`src/hw/rtl/double_ended_queue_unit_assert.svh`:
```
`ifndef DOUBLE_ENDED_QUEUE_UNIT_ASSERT_SVH
`define DOUBLE_ENDED_QUEUE_UNIT_ASSERT_SVH

// same-cycle implication, sampled on clk, off while rst_n is low
`define DEQ_ASSERT_NOW(label, ante, cons) \
    label: assert property (@(posedge clk) disable iff (!rst_n) (ante) |-> (cons)) \
        else $error("deque assertion failed");

// next-cycle implication, sampled on clk, off while rst_n is low
`define DEQ_ASSERT_NEXT(label, ante, cons) \
    label: assert property (@(posedge clk) disable iff (!rst_n) (ante) |=> (cons)) \
        else $error("deque assertion failed");

`endif

```
`src/hw/rtl/deq_pkg.sv`:
```
package deq_pkg;

    typedef enum logic [1:0] {
        ACT_INS_FRONT = 2'd0,
        ACT_INS_REAR  = 2'd1,
        ACT_DEL_FRONT = 2'd2,
        ACT_DEL_REAR  = 2'd3
    } action_t;

    typedef enum logic [1:0] {
        ST_OK      = 2'd0,
        ST_EMPTY   = 2'd1,
        ST_FULL    = 2'd2,
        ST_REFUSED = 2'd3
    } status_t;

    localparam logic [1:0] MODE_INPUT_RESTRICTED  = 2'd1;
    localparam logic [1:0] MODE_OUTPUT_RESTRICTED = 2'd2;

    localparam int unsigned VALUE_W = 32;
    localparam int unsigned COUNT_OUT_W = 5;

    typedef struct packed {
        logic load_in;
        logic exec;
        logic load_out;
    } deq_cmd_t;

    typedef struct packed {
        logic out_room;
    } deq_stat_t;

endpackage

```
`src/hw/rtl/deq_ctrl.sv`:
```
module deq_ctrl
(
    input  logic               clk,
    input  logic               rst_n,
    input  logic               s_tvalid,
    output logic               s_tready,
    input  deq_pkg::deq_stat_t stat,
    output deq_pkg::deq_cmd_t  cmd
);
    import deq_pkg::*;

    typedef enum logic [2:0] {
        S_IDLE = 3'b001,
        S_EXEC = 3'b010,
        S_OUT  = 3'b100
    } state_t;

    state_t state_reg;
    state_t state_next;

    always_ff @(posedge clk or negedge rst_n)
    begin
        if (!rst_n)
        begin
            state_reg <= S_IDLE;
        end
        else
        begin
            state_reg <= state_next;
        end
    end

    always_comb
    begin
        state_next   = state_reg;
        cmd          = '0;
        s_tready     = 1'b0;
        case (state_reg)
            S_IDLE:
            begin
                s_tready = 1'b1;
                if (s_tvalid)
                begin
                    cmd.load_in = 1'b1;
                    state_next  = S_EXEC;
                end
            end
            S_EXEC:
            begin
                cmd.exec   = 1'b1;
                state_next = S_OUT;
            end
            S_OUT:
            begin
                if (stat.out_room)
                begin
                    cmd.load_out = 1'b1;
                    state_next   = S_IDLE;
                end
            end
            default:
            begin
                state_next = S_IDLE;
            end
        endcase
    end

endmodule

```
`src/hw/rtl/deq_datapath.sv`:
```
`include "double_ended_queue_unit_assert.svh"

module deq_datapath
#(
    parameter int DEPTH = 16
)
(
    input  logic                                 clk,
    input  logic                                 rst_n,
    input  logic                                 cfg_wr_en,
    input  logic [1:0]                           cfg_wr_data,
    input  deq_pkg::action_t                     action,
    input  logic signed [deq_pkg::VALUE_W-1:0]   value,
    input  deq_pkg::deq_cmd_t                    cmd,
    output deq_pkg::deq_stat_t                   stat,
    output logic                                 m_tvalid,
    input  logic                                 m_tready,
    output logic signed [deq_pkg::VALUE_W-1:0]   removed_value,
    output deq_pkg::status_t                     status,
    output logic [deq_pkg::COUNT_OUT_W-1:0]      count_after
);
    import deq_pkg::*;

    localparam int IW = $clog2(DEPTH);
    localparam int CW = $clog2(DEPTH + 1);
    localparam int SW = CW + 1;
    localparam logic [CW-1:0] DEPTH_C = CW'(DEPTH);
    localparam logic [SW-1:0] DEPTH_S = SW'(DEPTH);
    localparam logic [IW-1:0] LAST_IDX = IW'(DEPTH - 1);

    logic signed [VALUE_W-1:0] mem [DEPTH];

    logic [1:0]                mode_reg;
    action_t                   act_reg;
    logic signed [VALUE_W-1:0] val_reg;
    logic [IW-1:0]             front_reg;
    logic [IW-1:0]             front_next;
    logic [CW-1:0]             count_reg;
    logic [CW-1:0]             count_next;
    logic signed [VALUE_W-1:0] rd_data_reg;
    status_t                   res_status_reg;
    status_t                   status_next;
    logic                      del_ok_reg;
    logic                      del_ok;
    logic                      out_valid_reg;
    logic signed [VALUE_W-1:0] out_removed_reg;
    status_t                   out_status_reg;
    logic [COUNT_OUT_W-1:0]    out_count_reg;

    logic          refused;
    logic          is_empty;
    logic          is_full;
    logic          mem_we;
    logic          mem_re;
    logic [IW-1:0] mem_addr;
    logic [IW-1:0] front_dec;
    logic [IW-1:0] front_inc;
    logic [SW-1:0] rear_sum;
    logic [SW-1:0] last_sum;
    logic [IW-1:0] rear_slot;
    logic [IW-1:0] last_slot;
    logic [CW+COUNT_OUT_W-1:0] count_wide;

    // ring pointer arithmetic, each index wrapped with one compare
    always_comb
    begin
        front_dec = (front_reg == '0) ? LAST_IDX : front_reg - IW'(1);
        front_inc = (front_reg == LAST_IDX) ? '0 : front_reg + IW'(1);
        rear_sum  = SW'(front_reg) + SW'(count_reg);
        last_sum  = rear_sum - SW'(1);
        rear_slot = (rear_sum >= DEPTH_S) ? IW'(rear_sum - DEPTH_S) : IW'(rear_sum);
        last_slot = (last_sum >= DEPTH_S) ? IW'(last_sum - DEPTH_S) : IW'(last_sum);
    end

    always_comb
    begin
        refused = (mode_reg == MODE_INPUT_RESTRICTED && act_reg == ACT_INS_FRONT) ||
                  (mode_reg == MODE_OUTPUT_RESTRICTED && act_reg == ACT_DEL_REAR);
        is_empty    = (count_reg == '0);
        is_full     = (count_reg == DEPTH_C);
        front_next  = front_reg;
        count_next  = count_reg;
        mem_we      = 1'b0;
        mem_re      = 1'b0;
        mem_addr    = front_reg;
        status_next = ST_OK;
        del_ok      = 1'b0;
        if (refused)
        begin
            status_next = ST_REFUSED;
        end
        else
        begin
            case (act_reg)
                ACT_INS_FRONT:
                begin
                    if (is_full)
                    begin
                        status_next = ST_FULL;
                    end
                    else
                    begin
                        front_next = front_dec;
                        mem_addr   = front_dec;
                        mem_we     = 1'b1;
                        count_next = count_reg + CW'(1);
                    end
                end
                ACT_INS_REAR:
                begin
                    if (is_full)
                    begin
                        status_next = ST_FULL;
                    end
                    else
                    begin
                        mem_addr   = rear_slot;
                        mem_we     = 1'b1;
                        count_next = count_reg + CW'(1);
                    end
                end
                ACT_DEL_FRONT:
                begin
                    if (is_empty)
                    begin
                        status_next = ST_EMPTY;
                    end
                    else
                    begin
                        mem_addr   = front_reg;
                        mem_re     = 1'b1;
                        del_ok     = 1'b1;
                        front_next = front_inc;
                        count_next = count_reg - CW'(1);
                    end
                end
                ACT_DEL_REAR:
                begin
                    if (is_empty)
                    begin
                        status_next = ST_EMPTY;
                    end
                    else
                    begin
                        mem_addr   = last_slot;
                        mem_re     = 1'b1;
                        del_ok     = 1'b1;
                        count_next = count_reg - CW'(1);
                    end
                end
                default:
                begin
                    status_next = ST_OK;
                end
            endcase
        end
    end

    // entry store
    always_ff @(posedge clk)
    begin
        if (cmd.exec && mem_we)
        begin
            mem[mem_addr] <= val_reg;
        end
        if (cmd.exec && mem_re)
        begin
            rd_data_reg <= mem[mem_addr];
        end
    end

    always_ff @(posedge clk or negedge rst_n)
    begin
        if (!rst_n)
        begin
            mode_reg      <= '0;
            front_reg     <= '0;
            count_reg     <= '0;
            out_valid_reg <= 1'b0;
        end
        else
        begin
            if (cfg_wr_en)
            begin
                mode_reg <= cfg_wr_data;
            end
            if (cmd.exec)
            begin
                front_reg <= front_next;
                count_reg <= count_next;
            end
            if (cmd.load_out)
            begin
                out_valid_reg <= 1'b1;
            end
            else if (m_tready)
            begin
                out_valid_reg <= 1'b0;
            end
        end
    end

    assign count_wide = (CW + COUNT_OUT_W)'(count_reg);

    always_ff @(posedge clk)
    begin
        if (cmd.load_in)
        begin
            act_reg <= action;
            val_reg <= value;
        end
        if (cmd.exec)
        begin
            res_status_reg <= status_next;
            del_ok_reg     <= del_ok;
        end
        if (cmd.load_out)
        begin
            out_removed_reg <= del_ok_reg ? rd_data_reg : '0;
            out_status_reg  <= res_status_reg;
            out_count_reg   <= count_wide[COUNT_OUT_W-1:0];
        end
    end

    assign stat.out_room = !out_valid_reg || m_tready;
    assign m_tvalid      = out_valid_reg;
    assign removed_value = out_removed_reg;
    assign status        = out_status_reg;
    assign count_after   = out_count_reg;

    `DEQ_ASSERT_NOW(a_count_bound, 1'b1, count_reg <= DEPTH_C)
    `DEQ_ASSERT_NEXT(a_insert_grows, cmd.exec && mem_we, count_reg == $past(count_reg) + CW'(1))
    `DEQ_ASSERT_NOW(a_load_has_room, cmd.load_out, !out_valid_reg || m_tready)

endmodule

```
`src/hw/rtl/double_ended_queue_unit.sv`:
```
// Double-ended queue of signed 32-bit values in a ring buffer of DEPTH entries. Each input
// beat carries one action (insert front, insert rear, delete front, delete rear) and yields
// exactly one output beat with the removed value, a status code and the count after the
// action. An item goes through accept, a ring pointer update with at most one access to the
// entry memory, and a load of the output register once the registered read data is back and
// there is room; the output register lets the next beat be accepted while a result waits. The
// user must write the mode register (cfg_wr_en/cfg_wr_data) only while idle; it is not checked.
module double_ended_queue_unit
#(
    parameter int DEPTH = 16
)
(
    input  logic        clk,
    input  logic        rst_n,
    input  logic        cfg_wr_en,
    input  logic [1:0]  cfg_wr_data,
    input  logic        s_tvalid,
    output logic        s_tready,
    input  logic [39:0] s_tdata,   // action[1:0], value[33:2], zero pad
    output logic        m_tvalid,
    input  logic        m_tready,
    output logic [39:0] m_tdata    // removed_value[31:0], status[33:32], count_after[38:34], pad
);
    import deq_pkg::*;

    deq_cmd_t                  cmd;
    deq_stat_t                 stat;
    logic signed [VALUE_W-1:0] removed_value;
    status_t                   status;
    logic [COUNT_OUT_W-1:0]    count_after;

    deq_ctrl u_ctrl
    (
        .clk      (clk),
        .rst_n    (rst_n),
        .s_tvalid (s_tvalid),
        .s_tready (s_tready),
        .stat     (stat),
        .cmd      (cmd)
    );

    deq_datapath #(
        .DEPTH (DEPTH)
    ) u_datapath
    (
        .clk           (clk),
        .rst_n         (rst_n),
        .cfg_wr_en     (cfg_wr_en),
        .cfg_wr_data   (cfg_wr_data),
        .action        (action_t'(s_tdata[1:0])),
        .value         (s_tdata[33:2]),
        .cmd           (cmd),
        .stat          (stat),
        .m_tvalid      (m_tvalid),
        .m_tready      (m_tready),
        .removed_value (removed_value),
        .status        (status),
        .count_after   (count_after)
    );

    assign m_tdata = {1'b0, count_after, status, removed_value};

endmodule
```
`config.mk`:
```
export PLATFORM = sky130hd
export DESIGN_NAME = double_ended_queue_unit
export DESIGN_NICKNAME = d
export VERILOG_FILES = /design/src/hw/rtl/deq_pkg.sv /design/src/hw/rtl/deq_ctrl.sv /design/src/hw/rtl/deq_datapath.sv /design/src/hw/rtl/double_ended_queue_unit.sv
export VERILOG_INCLUDE_DIRS = /design/src /design/src/hw/rtl
export SDC_FILE = /design/constraint.sdc
export NUM_CORES = 1
export LEC_CHECK = 0
export ABC_AREA = 1
export BUFFER_PORTS_ARGS = -buffer_cell sky130_fd_sc_hd__buf_2
export CAP_MARGIN = 30
export CORE_UTILIZATION = 50
export DETAILED_ROUTE_END_ITERATION = 16
export PLACE_DENSITY = 0.66
export SETUP_SLACK_MARGIN = 0.3
export SKIP_CTS_REPAIR_TIMING = 1
export SYNTH_ARGS = -nofsm -noshare
export SYNTH_HDL_FRONTEND = slang
export SYNTH_HIERARCHICAL = 1
export SYNTH_SLANG_ARGS = --single-unit
```
`constraint.sdc`:
```
create_clock -name clk -period 6.7 [get_ports clk]
set_clock_uncertainty 0.05 [all_clocks]
set_input_delay 0.335 -clock clk [delete_from_list [all_inputs] [get_ports clk]]
set_output_delay 0.335 -clock clk [all_outputs]
set_load 0.05 [all_outputs]
```
* Word-level counts from Yosys, hierarchy flattened
Memories as Yosys holds them, arrays and structs flattened. A register that Yosys moved wholly into a read port is not among the register bits.
Cells that the tools add are included.
** Storage, ports and cells
- Flip-flop bits (word level) :: 91
- Memory bits (writable) :: 512
- Memories kept :: 1
** Cells by class
- $add $sub $neg :: 8
- Order comparisons :: 2
- Equality and inequality tests :: 15
- Multiplexer cells :: 36
- Bitwise operators :: 1
- Reductions and logical operators :: 17
** Memories
- u_datapath.mem :: depth 16, width 32, rd ports 1, clocked after memory_dff 1, wr ports 1, line deq_datapath.sv:31 : logic signed [VALUE_W-1:0] mem [DEPTH];
** Operators with widths (count)
- 4-bit 2-to-1 mux :: 9
- 1-bit 2-to-1 mux :: 17
- 4-bit one-hot mux with 4 select lines :: 1
- 6-bit by 5-bit greater-or-equal comparator with 1-bit output, second input constant :: 2
- 4-bit by 1-bit subtractor with 4-bit output, second input constant :: 3
- 5-bit 2-to-1 mux :: 2
- 2-bit inequality test, second input constant :: 5
- 5-bit one-hot mux with 2 select lines :: 1
- 3-bit one-hot mux with 3 select lines :: 1
- 4-bit one-hot mux with 2 select lines :: 1
- 4-bit AND reduction :: 2
- 4-bit by 5-bit adder with 6-bit output :: 1
- 2-bit equality test, second input constant :: 3
- 3-bit 2-to-1 mux :: 2
- 6-bit by 1-bit subtractor with 6-bit output, second input constant :: 1
- 5-bit by 1-bit adder with 5-bit output, second input constant :: 1
- 5-bit equality test, second input constant :: 1
- 5-bit logical NOT :: 1
- 5-bit by 1-bit subtractor with 5-bit output, second input constant :: 1
- 4-bit by 1-bit adder with 4-bit output, second input constant :: 1
- 2-bit by 1-bit equality test with 1-bit output, second input constant :: 2
- 4-bit equality test, second input constant :: 1
- 1-bit logical AND :: 4
- 4-bit logical NOT :: 1
- 12 further kinds :: 15

* Longest topological paths before layout
- Word-level depth :: 7
- Mapped depth :: 20
- Mapped depth without buffers :: 19

* Cells and area by module
Netlist, hierarchy kept.
** By module, submodules not included
- deq_datapath :: times used 1, cells an instance 2470, area each 26654.3 sq um, seq. area each 18918.1 sq um
- deq_ctrl :: times used 1, cells an instance 21, area each 175.2 sq um, seq. area each 76.3 sq um
- double_ended_queue_unit :: times used 1, cells an instance 2, area each 11.3 sq um, seq. area each 0.0 sq um

* Least setup slack after synthesis
Ideal clock, no wire load.
- Path kind :: register -> register
- Start point :: register u_datapath.out_valid_reg, in the netlist u_datapath/m_tvalid
- End point :: register u_datapath.out_count_reg[0], in the netlist u_datapath/count_after[0] (enable)
- Arrival :: 4.539 ns
- Required time :: 6.114 ns
- Setup slack :: 1.575 ns
- Stages on the path, launching flop included :: 4
- Path buffers :: 0
- Cell sequence :: dfrtp_1 > nand2_1 > inv_1 > nor4_1
** RTL lines
- start, declared :: line deq_datapath.sv:45 : logic out_valid_reg;
- start signal, assigned :: line deq_datapath.sv:179 : out_valid_reg <= 1'b0;
- start signal, assigned :: line deq_datapath.sv:194 : out_valid_reg <= 1'b1;
- start signal, assigned :: line deq_datapath.sv:198 : out_valid_reg <= 1'b0;
- end signal, assigned :: line deq_datapath.sv:221 : out_count_reg <= count_wide[COUNT_OUT_W-1:0];
- end, declared :: line deq_datapath.sv:48 : logic [COUNT_OUT_W-1:0] out_count_reg;

* Worst setup path after layout
- Start point :: register u_datapath.front_reg[0]
- End point :: memory u_datapath.mem[6][15] (enable)
** Between the ends
- Longest elaborated chain between the ends :: 7
- Elaborated cells on any way between the ends :: 16
- Those cells by class :: add/sub: 5; order compare: 2; mux: 8; reduce/logical: 1
** Ends and longest elaborated chain
- start, declared :: line deq_datapath.sv:36 : logic [IW-1:0] front_reg;
- start signal, assigned :: line deq_datapath.sv:189 : front_reg <= front_next;
- 4-bit by 5-bit adder with 6-bit output :: line deq_datapath.sv:69 : rear_sum = SW'(front_reg) + SW'(count_reg);
- 6-bit by 1-bit subtractor with 6-bit output :: line deq_datapath.sv:70 : last_sum = rear_sum - SW'(1);
- 6-bit by 5-bit greater-or-equal comparator with 1-bit output / 4-bit by 1-bit subtractor with 4-bit output (equally long branches) :: line deq_datapath.sv:72 : last_slot = (last_sum >= DEPTH_S) ? IW'(last_sum - DEPTH_S) : IW'(last_sum);
- 4-bit 2-to-1 mux :: line deq_datapath.sv:72
- 4-bit 2-to-1 mux :: line deq_datapath.sv:139 : if (is_empty)
- 4-bit one-hot mux with 4 select lines :: line deq_datapath.sv:94 : case (act_reg)
- 4-bit 2-to-1 mux (*) :: line deq_datapath.sv:88 : if (refused)
- end, declared :: line deq_datapath.sv:31
Mark *: on every way between the ends. The rest lies on a longest branch, timed or not.

==> impl_metrics.csv <==
group,metric,value,unit
global_routing,grt_util_all_layers,0.2294,
global_routing,grt_max_degree,212,
finish,final_nets,2645,
sta,rsz0062_at_grt,"false",
setup_path,crit_buf_inv,3,
finish,area_growth,13.25,%
placement,portBuffers,81,
global_routing,top_usage_layer,"met2",
sta,setup_viol,0,
clock_tree,clk_latency,0.61,ns
clock_tree,cts_inserted_buffers,67,
floorplan,die_w,233.7,um
setup_path,critical_path.max_stage_delay,0.79,ns
setup_path,cpMaxStageDelayCell,"nor2_4",
sta,tightest_slew,1.091,ns
placement,pre_cts_slack,1.862,ns
synthesis,syn_inst,2493,
clock_tree,cts_max_path_buffers,3,
global_routing,use_met3,0.03540,
setup_path,startpoint_type,"flip-flop",
floorplan,die_height,233.7,um
clock_tree,clkSlewWorstSetupHoldPaths,0.06,ns
setup_path,crit_family,"simple AND/OR/NAND/NOR gates",
synthesis,ys_warn_count,6,
flow_run,maxCapViolCount,0,
synthesis,syn_area,0.02684,mm2
finish,antenna_cells,0,
finish,fillers,4295,
clock_tree,tritoncts,"yes",
sta,finalHoldViolCount,0,
floorplan,start_util,0.5087,
setup_path,crit_chain,"ha_1, fa_1, inv_1, ha_1, nand2_1, nand3_1, nand3_1, nand2_1, o21ai_4, buf_4, nand4_1, nor2_4, buf_4",
sta,finalCritPeriodShare,0.7316,
finish,regMostFlops,"u_datapath/mem",
setup_path,worst-endpoint-required,6.93,ns
sta,slew_headroom,0.2728,
status,status,"complete, no violations",
placement,dp.cells,3163,
clock_tree,cts.sinks,635,
routing,vias,17670,
finish,layout_common_cells,"1194 x nand2_1, 620 x edfxtp_1, 280 x nand3_1",
synthesis,synth_fp_nets,2552,
global_routing,first_global_vias,16580,
floorplan,rows,84,
global_routing,globalRouteOverflowTotal,0,
placement,place.gp.congestion,0.8016,
routing,drc_errors,0,
global_routing,grtUsageMet1,0.3097,
sta,fmax,0.2040,GHz
hold_path,hold_class,"input port to asynchronous set/reset pin",
floorplan,core,0.05276,mm2
synthesis,ys_seq_area_frac,0.7077,
finish,layout_commonest_cell,"nand2_1",
routing,drt_first_pass_iters,7,
finish,final_cells,3323,
routing,wl,61570,um
finish,drive_above_1_share,0.09639,
sta,finalSetupTns,0,ns
clock_tree,root_buffer,"clkbuf_16",
setup_path,critPathCaptureType,"flip-flop",
routing,ant_nets,0,
sta,min_period,4.902,ns
synthesis,synth.distinct_cells,39,
global_routing,antenna_found_initial,0,
pwr,ir_worst_vdd,0.0004159,V
synthesis,synth.avg_cell_area,10.77,um2
floorplan,dieArea,0.05461,mm2
routing,drt-initial-drc-count,1551,
synthesis,ys_ff_latch,635,
routing,viasPerCell,5.318,
pwr,total_leakage_power,12.57,nW
setup_path,cp_max_fo,55,
pwr,powerDensity,465.0,mW/mm2
setup_path,worst_ep_arrival_time,5.13,ns
routing,wl_per_cell,18.53,um
placement,dp_hpwl,31830,um
global_routing,grt_pass1_wl,94760,um
sta,final_max_slew_viol_count,0,
floorplan,ios,89,
clock_tree,htree_levels,3,
global_routing,met2_usage,0.3818,
pwr,total_power,14.13,mW
sta,fin_ws,1.798,ns
finish,largest_register_ffs,512,
setup_path,setup.worst_path.class,"flip-flop to flip-flop",
## path summary, 6_finish.rpt
path | startpoint | endpoint | slack (ns) | depth (start not counted)
max in group asynchronous | rst_n | u_ctrl/state_reg[0] | 6.12 | 2
max reg2reg | u_datapath/front_reg[0] | u_datapath/mem[6][15] | 1.80 | 13
min | rst_n | u_datapath/mode_reg[1] | 0.17 | 2
min reg2reg | u_datapath/res_status_reg[0] | u_datapath/status[0] | 0.37 | 0
min in group clk | u_datapath/res_status_reg[0] | u_datapath/status[0] | 0.37 | 0
max | u_datapath/front_reg[0] | u_datapath/mem[6][15] | 1.80 | 13
## per-layer routing
layer  vias up  part of all wire  wire length, um
met3        99             0.060             3693
li1       8469                 -                -
met4         0             0.023             1399
met2       574              0.48            29810
met1      8529              0.43            26670
met5         -                 0                0
## stage by stage
stage / utilization / area, um2 / hold slack, ns
final: 0.5761 / 30400 / 0.1687
after global placement: 0.5288 / 27900 / 0.2220
after global routing: 0.5761 / 30400 / 0.1679
after floorplan: - / 26840 / -0.01059
after CTS: 0.5682 / 29980 / -0.4152
after detailed placement: 0.5298 / 27950 / 0.2254
## synth_stat cells (all sizes together)
cell type / count / area share
nand2: 1197 / 0.17
edfxtp: 620 / 0.69
nand3: 282 / 0.053
inv: 134 / 0.019
buf: 113 / 0.022
nor2: 37 / 0.0054
clkbuf: 20 / 0.0028
a21oi: 16 / 0.0033
dfrtp: 14 / 0.013
o21ai: 13 / 0.0026
ha: 10 / 0.0047
xor2: 7 / 0.0023
nor3: 5 / 0.0011
nand4: 4 / 0.00093
xnor2: 3 / 0.00098
a22oi: 2 / 0.00056
a31oi: 2 / 0.00047
fa: 2 / 0.0015
mux2: 2 / 0.00084
nor4: 2 / 0.00047
o21bai: 2 / 0.00070
conb: 1 / 0.00014
dfstp: 1 / 0.00098
nand3b: 1 / 0.00075
o211ai: 1 / 0.00028
o31ai: 1 / 0.00079
or2: 1 / 0.00023
## kinds of logic (layout without fill, tap and decap cells)
kind of cell	Yosys count	count (layout)	share of synthesized area
adders and majority gates	12	12	0.006153
xor gates and xnor gates	10	10	0.003263
other	1	1	0.0001397
and+or+nand+nor	1529	1529	0.2295
buffers and inverters	267	409	0.04382
muxes	2	2	0.0008390
DFF	635	635	0.7077
AOI/OAI and AO/OA	37	37	0.008624
## worst reg2reg max path: stages, from the launching register on
cell	delay (ns)
dfrtp_1	0.50
ha_1	0.29
fa_1	0.52
inv_1	0.07
ha_1	0.28
nand2_1	0.07
nand3_1	0.08
nand3_1	0.09
nand2_1	0.09
o21ai_4	0.10
buf_4	0.62
nand4_1	0.63
nor2_4	0.79
buf_4	0.40
## area by class of cell
type | count | area (um2) | area share
Tap cell | 688 | 860.8 | 0.02832
Multi-Input combinational cell | 1591 | 6879 | 0.2263
Clock inverter | 34 | 240.2 | 0.007903
Sequential cell | 635 | 18990 | 0.6249
Timing Repair Buffer | 157 | 1134 | 0.03729
Clock buffer | 84 | 1783 | 0.05866
Inverter | 134 | 505.5 | 0.01663
## power breakdown
| part | switching (mW) | internal [mW] |
|---|---|---|
| Sequential | 0.269 | 4.85 |
| Clock | 1.49 | 1.97 |
| Combinational | 4.01 | 1.55 |
(Power assumes the default switching activity.)
